File: src/hdl/u16u8_pkg.sv
// Shared types and constants for the UTF-16 to UTF-8 encoder.
package u16u8_pkg;

  localparam int MAX_BYTES = 6;
  localparam int COUNT_W = 3;
  localparam int QUEUE_DEPTH_DEFAULT = 4;

  localparam logic [15:0] MASK_ASCII = 16'hFF80;
  localparam logic [15:0] MASK_TWO = 16'hF800;
  localparam logic [15:0] MASK_SURR = 16'hFC00;
  localparam logic [15:0] HIGH_SURR = 16'hD800;
  localparam logic [15:0] LOW_SURR = 16'hDC00;
  localparam logic [7:0] LEAD_TWO = 8'hC0;
  localparam logic [7:0] LEAD_THREE = 8'hE0;
  localparam logic [7:0] LEAD_FOUR = 8'hF0;
  localparam logic [7:0] CONT_MARK = 8'h80;
  localparam logic [5:0] CONT_BITS = 6'h3F;

  // One encoded item: the bytes it produces, oldest in slot zero.
  typedef struct packed {
    logic [COUNT_W-1:0] count;
    logic [MAX_BYTES-1:0][7:0] bytes;
  } job_t;

  function automatic logic [2:0][7:0] three_bytes(input logic [15:0] u);
    logic [2:0][7:0] b;
    b[0] = LEAD_THREE | {4'h0, u[15:12]};
    b[1] = CONT_MARK | {2'b00, u[11:6] & CONT_BITS};
    b[2] = CONT_MARK | {2'b00, u[5:0] & CONT_BITS};
    return b;
  endfunction

endpackage

File: src/hdl/utf16_to_utf8_encoder.sv
// UTF-16 to UTF-8 encoder: top level joining front end, job queue and serializer.
//
// Input channel: present one UTF-16 code unit on code_unit with push high;
// the transfer happens on a clock edge where push is high and full is low.
// A zero unit ends a string and yields a zero byte.
// Result channel: while empty is low, out_byte and run_last show the oldest
// byte; it transfers on an edge where pop is high. run_last marks the final
// byte caused by one code unit (a held high surrogate causes no byte until
// the next unit arrives).
// The first byte of an item passes through the job queue, the current-job
// register and the result register before it becomes visible.
// Throughput: one byte per cycle while the receiver pops, set by the single
// result register; an item yields zero to six bytes, three for most BMP
// units, and a new unit is taken every cycle while the job queue has room.
// Reset: clears the held surrogate, the queue and the result register.
// A stalled receiver holds the current byte; the queue fills, then full rises.
module utf16_to_utf8_encoder #(
  parameter int QUEUE_DEPTH = u16u8_pkg::QUEUE_DEPTH_DEFAULT
) (
  input  logic        clk,
  input  logic        rst,
  input  logic        push,
  output logic        full,
  input  logic [15:0] code_unit,
  output logic        empty,
  input  logic        pop,
  output logic [7:0]  out_byte,
  output logic        run_last
);

  u16u8_pkg::job_t front_job;
  u16u8_pkg::job_t head_job;
  logic            job_push;
  logic            head_pop;
  logic            queue_empty;

  u16u8_front u_front (
    .clk        (clk),
    .rst        (rst),
    .push       (push),
    .queue_full (full),
    .code_unit  (code_unit),
    .job_push   (job_push),
    .job        (front_job)
  );

  u16u8_queue #(
    .DEPTH (QUEUE_DEPTH)
  ) u_queue (
    .clk    (clk),
    .rst    (rst),
    .wr_en  (job_push),
    .wr_job (front_job),
    .rd_en  (head_pop),
    .rd_job (head_job),
    .full   (full),
    .empty  (queue_empty)
  );

  u16u8_back u_back (
    .clk         (clk),
    .rst         (rst),
    .queue_empty (queue_empty),
    .queue_job   (head_job),
    .queue_pop   (head_pop),
    .pop         (pop),
    .empty       (empty),
    .out_byte    (out_byte),
    .run_last    (run_last)
  );

endmodule

File: src/hdl/u16u8_front.sv
// Front end: takes code units, tracks a held high surrogate and builds byte jobs.
module u16u8_front (
  input  logic                clk,
  input  logic                rst,
  input  logic                push,
  input  logic                queue_full,
  input  logic [15:0]         code_unit,
  output logic                job_push,
  output u16u8_pkg::job_t     job
);

  logic        held_valid;
  logic        held_valid_next;
  logic [15:0] held_surrogate;
  logic [15:0] held_surrogate_next;

  logic             accept;
  logic             is_low;
  logic             is_high;
  logic [1:0]       cur_count;
  logic [2:0][7:0]  cur_bytes;
  logic [2:0][7:0]  held_bytes;
  logic [4:0]       plane;

  assign accept = push && !queue_full;
  assign is_low = (code_unit & u16u8_pkg::MASK_SURR) == u16u8_pkg::LOW_SURR;
  assign is_high = (code_unit & u16u8_pkg::MASK_SURR) == u16u8_pkg::HIGH_SURR;
  assign held_bytes = u16u8_pkg::three_bytes(held_surrogate);
  // The supplementary plane is the high surrogate's top four payload bits plus one.
  assign plane = {1'b0, held_surrogate[9:6]} + 5'd1;

  always_comb begin
    cur_bytes = '0;
    cur_count = 2'd0;
    if (code_unit == 16'h0000) begin
      cur_count = 2'd1;
    end else if ((code_unit & u16u8_pkg::MASK_ASCII) == 16'h0000) begin
      cur_bytes[0] = code_unit[7:0];
      cur_count = 2'd1;
    end else if ((code_unit & u16u8_pkg::MASK_TWO) == 16'h0000) begin
      cur_bytes[0] = u16u8_pkg::LEAD_TWO | {3'b000, code_unit[10:6]};
      cur_bytes[1] = u16u8_pkg::CONT_MARK | {2'b00, code_unit[5:0]};
      cur_count = 2'd2;
    end else if (!is_high) begin
      cur_bytes = u16u8_pkg::three_bytes(code_unit);
      cur_count = 2'd3;
    end
  end

  always_comb begin
    job = '0;
    held_valid_next = held_valid;
    held_surrogate_next = held_surrogate;
    if (held_valid && is_low) begin
      job.bytes[0] = u16u8_pkg::LEAD_FOUR | {5'b00000, plane[4:2]};
      job.bytes[1] = u16u8_pkg::CONT_MARK | {2'b00, plane[1:0], held_surrogate[5:2]};
      job.bytes[2] = u16u8_pkg::CONT_MARK | {2'b00, held_surrogate[1:0], code_unit[9:6]};
      job.bytes[3] = u16u8_pkg::CONT_MARK | {2'b00, code_unit[5:0]};
      job.count = u16u8_pkg::COUNT_W'(4);
      held_valid_next = 1'b0;
    end else begin
      if (held_valid) begin
        job.bytes[2:0] = held_bytes;
        job.bytes[5:3] = cur_bytes;
        job.count = u16u8_pkg::COUNT_W'(3) + u16u8_pkg::COUNT_W'(cur_count);
      end else begin
        job.bytes[2:0] = cur_bytes;
        job.count = u16u8_pkg::COUNT_W'(cur_count);
      end
      held_valid_next = is_high;
      held_surrogate_next = code_unit;
    end
  end

  // A high surrogate with nothing held produces no bytes and needs no queue slot.
  assign job_push = accept && (job.count != '0);

  always_ff @(posedge clk) begin
    if (rst) begin
      held_valid <= 1'b0;
      held_surrogate <= '0;
    end else if (accept) begin
      held_valid <= held_valid_next;
      held_surrogate <= held_surrogate_next;
    end
  end

endmodule

File: src/hdl/u16u8_queue.sv
// Small job queue that decouples the front end from the byte serializer.
module u16u8_queue #(
  parameter int DEPTH = u16u8_pkg::QUEUE_DEPTH_DEFAULT
) (
  input  logic            clk,
  input  logic            rst,
  input  logic            wr_en,
  input  u16u8_pkg::job_t wr_job,
  input  logic            rd_en,
  output u16u8_pkg::job_t rd_job,
  output logic            full,
  output logic            empty
);

  localparam int PTR_W = (DEPTH > 1) ? $clog2(DEPTH) : 1;
  localparam int CNT_W = $clog2(DEPTH + 1);

  u16u8_pkg::job_t  slots [DEPTH];
  logic [PTR_W-1:0] wptr;
  logic [PTR_W-1:0] rptr;
  logic [CNT_W-1:0] fill;
  logic             do_wr;
  logic             do_rd;

  assign full = fill == CNT_W'(DEPTH);
  assign empty = fill == '0;
  assign do_wr = wr_en && !full;
  assign do_rd = rd_en && !empty;
  assign rd_job = slots[rptr];

  always_ff @(posedge clk) begin
    if (do_wr) begin
      slots[wptr] <= wr_job;
    end
  end

  always_ff @(posedge clk) begin
    if (rst) begin
      wptr <= '0;
      rptr <= '0;
      fill <= '0;
    end else begin
      if (do_wr) begin
        wptr <= (wptr == PTR_W'(DEPTH - 1)) ? '0 : wptr + PTR_W'(1);
      end
      if (do_rd) begin
        rptr <= (rptr == PTR_W'(DEPTH - 1)) ? '0 : rptr + PTR_W'(1);
      end
      if (do_wr && !do_rd) begin
        fill <= fill + CNT_W'(1);
      end else if (do_rd && !do_wr) begin
        fill <= fill - CNT_W'(1);
      end
    end
  end

endmodule

File: src/hdl/u16u8_back.sv
// Back end: feeds the result register one byte per cycle unless stalled.
module u16u8_back (
  input  logic            clk,
  input  logic            rst,
  input  logic            queue_empty,
  input  u16u8_pkg::job_t queue_job,
  output logic            queue_pop,
  input  logic            pop,
  output logic            empty,
  output logic [7:0]      out_byte,
  output logic            run_last
);

  u16u8_pkg::job_t               cur;
  logic                          cur_valid;
  logic [u16u8_pkg::COUNT_W-1:0] idx;
  logic                          out_valid;

  logic out_load;
  logic emit;
  logic cur_last;

  // The result register can take a new byte when it is free or being popped.
  assign out_load = !out_valid || pop;
  assign emit = cur_valid && out_load;
  assign cur_last = idx == (cur.count - u16u8_pkg::COUNT_W'(1));
  assign queue_pop = (!cur_valid || (emit && cur_last)) && !queue_empty;
  assign empty = !out_valid;

  always_ff @(posedge clk) begin
    if (queue_pop) begin
      cur <= queue_job;
    end
    if (emit) begin
      out_byte <= cur.bytes[idx];
      run_last <= cur_last;
    end
  end

  always_ff @(posedge clk) begin
    if (rst) begin
      cur_valid <= 1'b0;
      idx <= '0;
      out_valid <= 1'b0;
    end else begin
      if (queue_pop) begin
        cur_valid <= 1'b1;
        idx <= '0;
      end else if (emit) begin
        cur_valid <= !cur_last;
        idx <= idx + u16u8_pkg::COUNT_W'(1);
      end
      if (emit) begin
        out_valid <= 1'b1;
      end else if (pop) begin
        out_valid <= 1'b0;
      end
    end
  end

endmodule

File: config.mk
export PLATFORM = sky130hd
export DESIGN_NAME = utf16_to_utf8_encoder
export DESIGN_NICKNAME = d
export VERILOG_FILES = /design/src/hdl/u16u8_pkg.sv /design/src/hdl/utf16_to_utf8_encoder.sv /design/src/hdl/u16u8_front.sv /design/src/hdl/u16u8_queue.sv /design/src/hdl/u16u8_back.sv
export SDC_FILE = /design/constraint.sdc
export NUM_CORES = 1
export LEC_CHECK = 0
export BUFFER_PORTS_ARGS = -buffer_cell sky130_fd_sc_hd__buf_2
export CAP_MARGIN = 15
export CORE_MARGIN = 2
export CORE_UTILIZATION = 51
export DETAILED_ROUTE_END_ITERATION = 7
export GPL_TIMING_DRIVEN = 0
export PLACE_DENSITY_LB_ADDON = 0.25
export SKIP_CTS_REPAIR_TIMING = 1
export SKIP_LAST_GASP = 1
export SLEW_MARGIN = 20
export SYNTH_ARGS = -nofsm -noshare
export SYNTH_HDL_FRONTEND = slang
export SYNTH_HIERARCHICAL = 1
export SYNTH_SLANG_ARGS = --single-unit
File: constraint.sdc
create_clock -name clk -period 9.1 [get_ports clk]
set_input_delay 0.455 -clock clk [delete_from_list [all_inputs] [get_ports clk]]
set_output_delay 0.455 -clock clk [all_outputs]
set_load 0.005 [all_outputs]
# Yosys cells after proc, flatten, opt, wreduce, memory -nomap -nowiden
# Memories as Yosys holds them, arrays and structs flattened. A register that Yosys moved wholly into a read port is not among the register bits.
# Index checks and enable logic that the tools add are counted.
# classes
addsub	8
n_mul	0
div_mod_pow	0
magnitude_cmp	1
eq_ne	6
shifts	0
n_mux	32
bitwise_logic	1
n_reduce_logical	29
# op_table
op	count
24-bit 2-to-1 mux	7
16-bit zero test	3
16-bit 2-to-1 mux	3
32-bit 2-to-1 mux	1
8-bit binary-select mux with 3-bit select	1
8-bit 2-to-1 mux	3
6-bit equality test (second input constant)	2
2-bit 2-to-1 mux	6
3-bit 2-to-1 mux	4
1-bit logical AND	10
1-bit zero test	7
1-bit 2-to-1 mux	7
3-bit by 1-bit adder with 3-bit output (second input constant)	2
2-bit nonzero test	3
3-bit by 1-bit subtractor with 3-bit output (second input constant)	2
4-bit by 1-bit adder with 5-bit output (second input constant)	1
2-bit by 1-bit adder with 2-bit output (second input constant)	2
2-bit equality test (second input constant)	2
3-bit by 4-bit < comparator with 1-bit output (second input constant)	1
2-bit by 2-bit adder with 3-bit output (first input constant)	1
3-bit equality test	1
3-bit equality test (second input constant)	1
3-bit zero test	1
3-bit nonzero test	1
4 further kinds	5
# totals
reg_bits	38
latchBits	0
mem_bits_rw	204
mem_bits_ro	0
input_bits	20
out_inout_bits	11
word_cells	88
mem_count	1
# mem_list
name	depth	word_bits	rd	rd_ports_with_merged_regs	write_ports	line_no	text
u_queue.slots	4	51	1	1	1	u16u8_queue.sv:18	u16u8_pkg::job_t slots [DEPTH];

# Longest topological paths before layout
# depth
depth_word	15
ltp_mapped	17
ltp_nobuf	15

# Hierarchy
# The synthesis kept the hierarchy.
# by_module_without_submodules
mod	instances	cells_per_inst	area_per_inst_um2	seq_area_each_um2
u16u8_queue	1	317	7838.8	6306.0
u16u8_back	1	131	2531.2	1901.8
u16u8_front	1	212	1657.8	340.3

# Worst setup path before layout
# No wires, ideal clock.
# synth_path
path_kind	reg-to-reg
startpoint	reg, netlist name u_back/cur[48]
endpoint	reg u_queue.fill[2]
setup_time_ns	0.070
t_arrival_ns	3.701
t_required_ns	9.030
path_slack_ns	5.329
path_stages_with_launch	14
n_path_buf	0
synth_period_minus_slack_ns	3.771
path_cell_list	edfxtp_1 -> inv_1 -> ha_1 -> xnor3_1 -> nand3_2 -> o21ai_2 -> and2b_1 -> o31ai_2 -> ha_1 -> inv_1 -> fa_1 -> xor2_1 -> or3_2 -> a21oi_1
# synth_between
elab_chain_cells	9
elab_cells_between_ends	11
cone_classes	add/sub: 1; eq/ne: 1; mux: 1; reduce/logical: 8
# synth_lines
item	line_no	text
3-bit by 1-bit subtractor with 3-bit output (*)	u16u8_back.sv:26	assign cur_last = idx == (cur.count - u16u8_pkg::COUNT_W'(1));
3-bit equality test (*)	u16u8_back.sv:26	
1-bit logical AND (*)	u16u8_back.sv:27	assign queue_pop = (!cur_valid || (emit && cur_last)) && !queue_empty;
1-bit logical OR (*)	u16u8_back.sv:27	
1-bit logical AND (*)	u16u8_back.sv:27	
named net head_pop	utf16_to_utf8_encoder.sv:34	logic head_pop;
1-bit logical AND (*)	u16u8_queue.sv:28	assign do_rd = rd_en && !empty;
1-bit zero test	u16u8_queue.sv:49	if (do_wr && !do_rd) begin
1-bit logical AND	u16u8_queue.sv:49	
3-bit 2-to-1 mux or 2-bit nonzero test (tied branches)	--	
end signal: assignment	u16u8_queue.sv:50	fill <= fill + CNT_W'(1);
end signal: assignment	u16u8_queue.sv:52	fill <= fill - CNT_W'(1);
end: declaration	u16u8_queue.sv:21	logic [CNT_W-1:0] fill;
# The timed path passes the listed nets; every way through them passes the cells marked *.
# A chain may end at the register's enable or synchronous reset.

# Worst setup path after layout
# layout_path
startpoint	in code_unit[7]
endpoint	reg u_queue.fill[2]
# layout_between
elab_chain_cells	12
elab_cells_between_ends	15
cone_classes	add/sub: 1; mux: 5; reduce/logical: 9
# layout_lines
item	line_no	text
start: declaration	utf16_to_utf8_encoder.sv:24	input logic [15:0] code_unit,
16-bit zero test	u16u8_front.sv:37	end else if ((code_unit & u16u8_pkg::MASK_ASCII) == 16'h0000) begin
2-bit 2-to-1 mux	u16u8_front.sv:37	
2-bit 2-to-1 mux (*)	u16u8_front.sv:35	if (code_unit == 16'h0000) begin
2-bit by 2-bit adder with 3-bit output	u16u8_front.sv:65	job.count = u16u8_pkg::COUNT_W'(3) + u16u8_pkg::COUNT_W'(cur_count);
3-bit 2-to-1 mux (*)	u16u8_front.sv:62	if (held_valid) begin
3-bit 2-to-1 mux (*)	u16u8_front.sv:54	if (held_valid && is_low) begin
3-bit nonzero test (*)	u16u8_front.sv:76	assign job_push = accept && (job.count != '0);
1-bit logical AND (*)	u16u8_front.sv:76	
named net job_push	utf16_to_utf8_encoder.sv:33	logic job_push;
1-bit logical AND (*)	u16u8_queue.sv:27	assign do_wr = wr_en && !full;
named net u_queue.do_wr	u16u8_queue.sv:22	logic do_wr;
1-bit zero test	u16u8_queue.sv:51	end else if (do_rd && !do_wr) begin
1-bit logical AND	u16u8_queue.sv:51	
2-bit nonzero test (no line)	--	
# Marked as above.

==> impl_results.md <==
* Initial antenna violation count at 0
* Worst-path clk slew at approximately 0.06 ns
* Largest area contributor in the netlist: edfxtp_1
* First drt pass iteration count at 5
* Setup TNS at 0 ns
* Worst reg2reg path endpoint: u_queue/fill[2]$_SDFFE_PP0P_
* Synth cell types at 60
* Final Skew at 0.008663 ns
* Slowest cell on the critical path: o211ai_1
* Vias in the first global route at 6,330
* Relative slew margins at between 30 and 40%
* Gpl congestion at about 0.95
* Most used DFF post-synth: edfxtp_1
* Worst stage delay on the critical path at between 0.5 and 0.6 ns
* RSZ-0062 raised after global routing: false
* Crit path launch type: input port
* Sink of the worst hold path: u_back/out_valid$_SDFFE_PP0P_
* Vias/cell at 5.767
* First-pass GRT wire length at 37,740 microns
* Post-Place Cell Area at between 10,000 and 15,000 sq um
* Hold depth at 2
* WP data arrival at about 4.7 ns
* HP Class: in2reg
* Mapped cell area at 12,030 sq um
* Run status: finished clean
* CP endpoint kind: register
* Yosys reg bits at 295
* DR DRC count at 0
* Clock root cell: clkbuf_16
* Final setup fails at 0
* Filler Cell Count at 1,751
* Worst-path fanout max at 9
* Max Root-Sink Buffers at 3
* # rows at 56
* Drt wl/cell at between 20 and 25 microns
* Max IR drop VDD at 0.0002690 V
* Pleak at 4.654 nW
* Final worst path period share at 46.05%
* Synth top area cells: edfxtp_1 (66%), mux4_2 (9.5%), dfxtp_1 (5.2%), mux2i_1 (3.6%), mux4_1 (1.7%)
* H-Tree Depth at 1
* Die width at 157.6 microns
* Net Switching at 0.001144 W
* Final Hold Vio Count at 0
* ANT cells at 0
* Worst-Margin Slew at approximately 0.95 ns
* DIE AREA at 24,830 sq um
* Post-DP HPWL at 16,190 microns
* Fin crit period at between 4 and 5 ns
* Sequential cell fraction of total power at between 40 and 50%
* F_max at 0.2387 GHz
* WS Path Type: in2reg
* Initial Util at between 50% and 60%
* Critical-path cell list: buf_2 > nor4_4 > nand3_1 > nand2_1 > ha_1 > nand3_1 > o21ai_0 > o211ai_1 > inv_1 > nor2_2 > ha_1 > inv_1 > fa_1 > xor2_1 > or3_2 > a21oi_1
* Area grow syn2layout at 13.25%
* Largest net degree at the start of global routing at 52
* Initial drt markers at roughly 550
* Reg2reg start: u_queue/fill[0]$_SDFFE_PP0P_
* Clock group share of total power at 29.0%
* Top Ports at 31
* Int Pwr at 0.003093 W
* Synth Area per Inst at 18.22 sq um
* Worst-Skew Late Latency at 0.55 ns
* Final design area excluding fillers at roughly 14,000 sq um
* Core ar. at 23,330 sq um
* Chip Height at 157.6 microns
* Layout cells sized above 1 at 23.32%
* EDFF count, synth at 264
* Synth Warn # at 6
* End-of-flow core utilization at 58.38%
* Detailed-route wire length at 24,700 microns
* Combinational cell fraction of total power at 22.9%
* R2r worst-path depth at 14
* Remaining global-route overflow at 0
* Switching Fraction at 27.00%
* Clock Sinks at 295
* Final #Nets at 754
* Gr usage total at 20.71%
* Fin. max-slew vios at 0
* Vias at 6,142
* CTS tree: done
* R2R Setup Slk at 5.38 ns
* Max_cap viols at 0
* PortBufs at 28
* Final ANT Viol Nets at 0
* Syn Inst Count at 660
* Share of the synthesized area in the top cell type at 65.91%
* Seq/Total Area, Yosys at 71.07%
* Pwr dens at 311.0 nW/um^2
* Number of CTS-inserted buffers at 29
* Async set-reset flop share out of synthesis at 0%
* Startpoint of the worst hold path: rst
* CP required at 9.57 ns
critical path: cells and delay by family:
kind,cells,cell delay [ns]
compound gates,3,0.80
xor+xnor,1,0.17
fa+ha+maj,3,0.89
buf+inv,3,0.38
simple gates,6,1.95
flip-flops by register name, summed over array words and instances, names as in the netlist, 2 cells and up, named ones only:
signal,count
u_back/idx,3
u_queue/wptr,2
u_queue/rptr,2
u_queue/slots,204
u_front/held_surrogate,16
u_back/cur,51
u_back/out_byte,8
u_queue/fill,3
cell usage after synthesis (all sizes together), types with 2 or more instances:
library cell  instances
nor3                 11
mux2i                43
a22o                  4
edfxtp              264
xor2                  6
buf                  25
or3                   3
clkinv                2
nand3                12
nor4                  2
nand2b                4
a21oi                17
nor2                 33
dfxtp                31
o21ai                11
ha                   10
o22ai                17
mux4                 59
o2bb2ai               7
a21o                  2
inv                  20
and2                  6
and3                  5
o31ai                 2
clkbuf               12
a22oi                 2
xnor2                 3
o211ai                5
nor2b                 7
nand2                21
cell usage in the layout, fill, tap and decap left out, types with 9 or more instances in the layout:
cell type,count
edfxtp_1,264
clkbuf_16,29
mux4_2,51
nor2_1,30
buf_4,10
ha_1,10
dfxtp_1,31
clkbuf_1,15
buf_2,37
nand2_1,21
nor3_1,9
inv_1,20
o22ai_1,16
nand3_1,10
mux2i_1,43
a21oi_1,17
o21ai_0,9
layout make-up:
type	count	area, sq um	share of cell area, %
inverters	22	87.58	0.6430
repair buffers	29	167.7	1.231
well taps	319	399.1	2.930
clock buffers	32	737.0	5.410
plain buffers	37	226.5	1.663
flip-flops and latches	295	8548	62.75
multi-input cells	309	3194	23.45
clock inverters	22	261.5	1.920
cells by family after synthesis:
logic type                 synth area share, %
other                                  0.03118
adders and majority gates                1.207
buffers and inverters                    2.611
and+or+nand+nor                          5.181
DFF                                      71.07
AOI/OAI and AO/OA                        4.119
muxes                                    14.88
xor gates and xnor gates                0.9051
per-stage QoR:
stage               total power (W)  cells  worst slack, ns  hold slack [ns]
floorplan                  0.002720    663            5.329           0.4596
global placement           0.003000   1010            4.434           0.4815
detailed placement         0.003064   1011            4.321           0.4951
CTS                        0.004298   1065            4.896           0.1921
global route               0.004436   1065            4.555           0.2014
finish                     0.004237   1065            4.910           0.2177
how the worst max path moves through the flow:
stage | startpoint | endpoint | slack, ns | depth (start not counted)
global route | code_unit[7] | u_queue/fill[2]$_SDFFE_PP0P_ | 4.56 | 16
floorplan | u_back/cur[48]$_DFFE_PP_ | u_queue/fill[2]$_SDFFE_PP0P_ | 5.33 | 13
detailed placement | code_unit[7] | u_queue/fill[2]$_SDFFE_PP0P_ | 4.32 | 16
finish | code_unit[7] | u_queue/fill[2]$_SDFFE_PP0P_ | 4.91 | 16
global placement | u_back/cur[48]$_DFFE_PP_ | u_queue/fill[2]$_SDFFE_PP0P_ | 4.43 | 13
CTS | code_unit[7] | u_queue/fill[2]$_SDFFE_PP0P_ | 4.90 | 16
power groups by stage:
| stage | Clock [W] | Sequential, W | Combinational (W) |
|---|---|---|---|
| 2_1_floorplan | 0 | 0.00203 | 0.000689 |
| 3_3_place_gp | 0 | 0.00207 | 0.000932 |
| 3_5_place_dp | 0 | 0.00207 | 0.000991 |
| 4_1_cts | 0.00126 | 0.00205 | 0.000995 |
| 5_1_grt | 0.00131 | 0.00207 | 0.00106 |
| 6_report | 0.00123 | 0.00204 | 0.000969 |
per-layer routing:
metal,wire length [microns],part of all wire [%],global-route usage (%),vias to the layer above
met3,1561,6.3,3.175,22
met4,321,1.3,5.152,0
met1,10510,43,29.58,3175
met2,12310,50,33.96,188
li1,-,-,-,2757
met5,0,0,0,-
(Power assumes the default switching activity.)
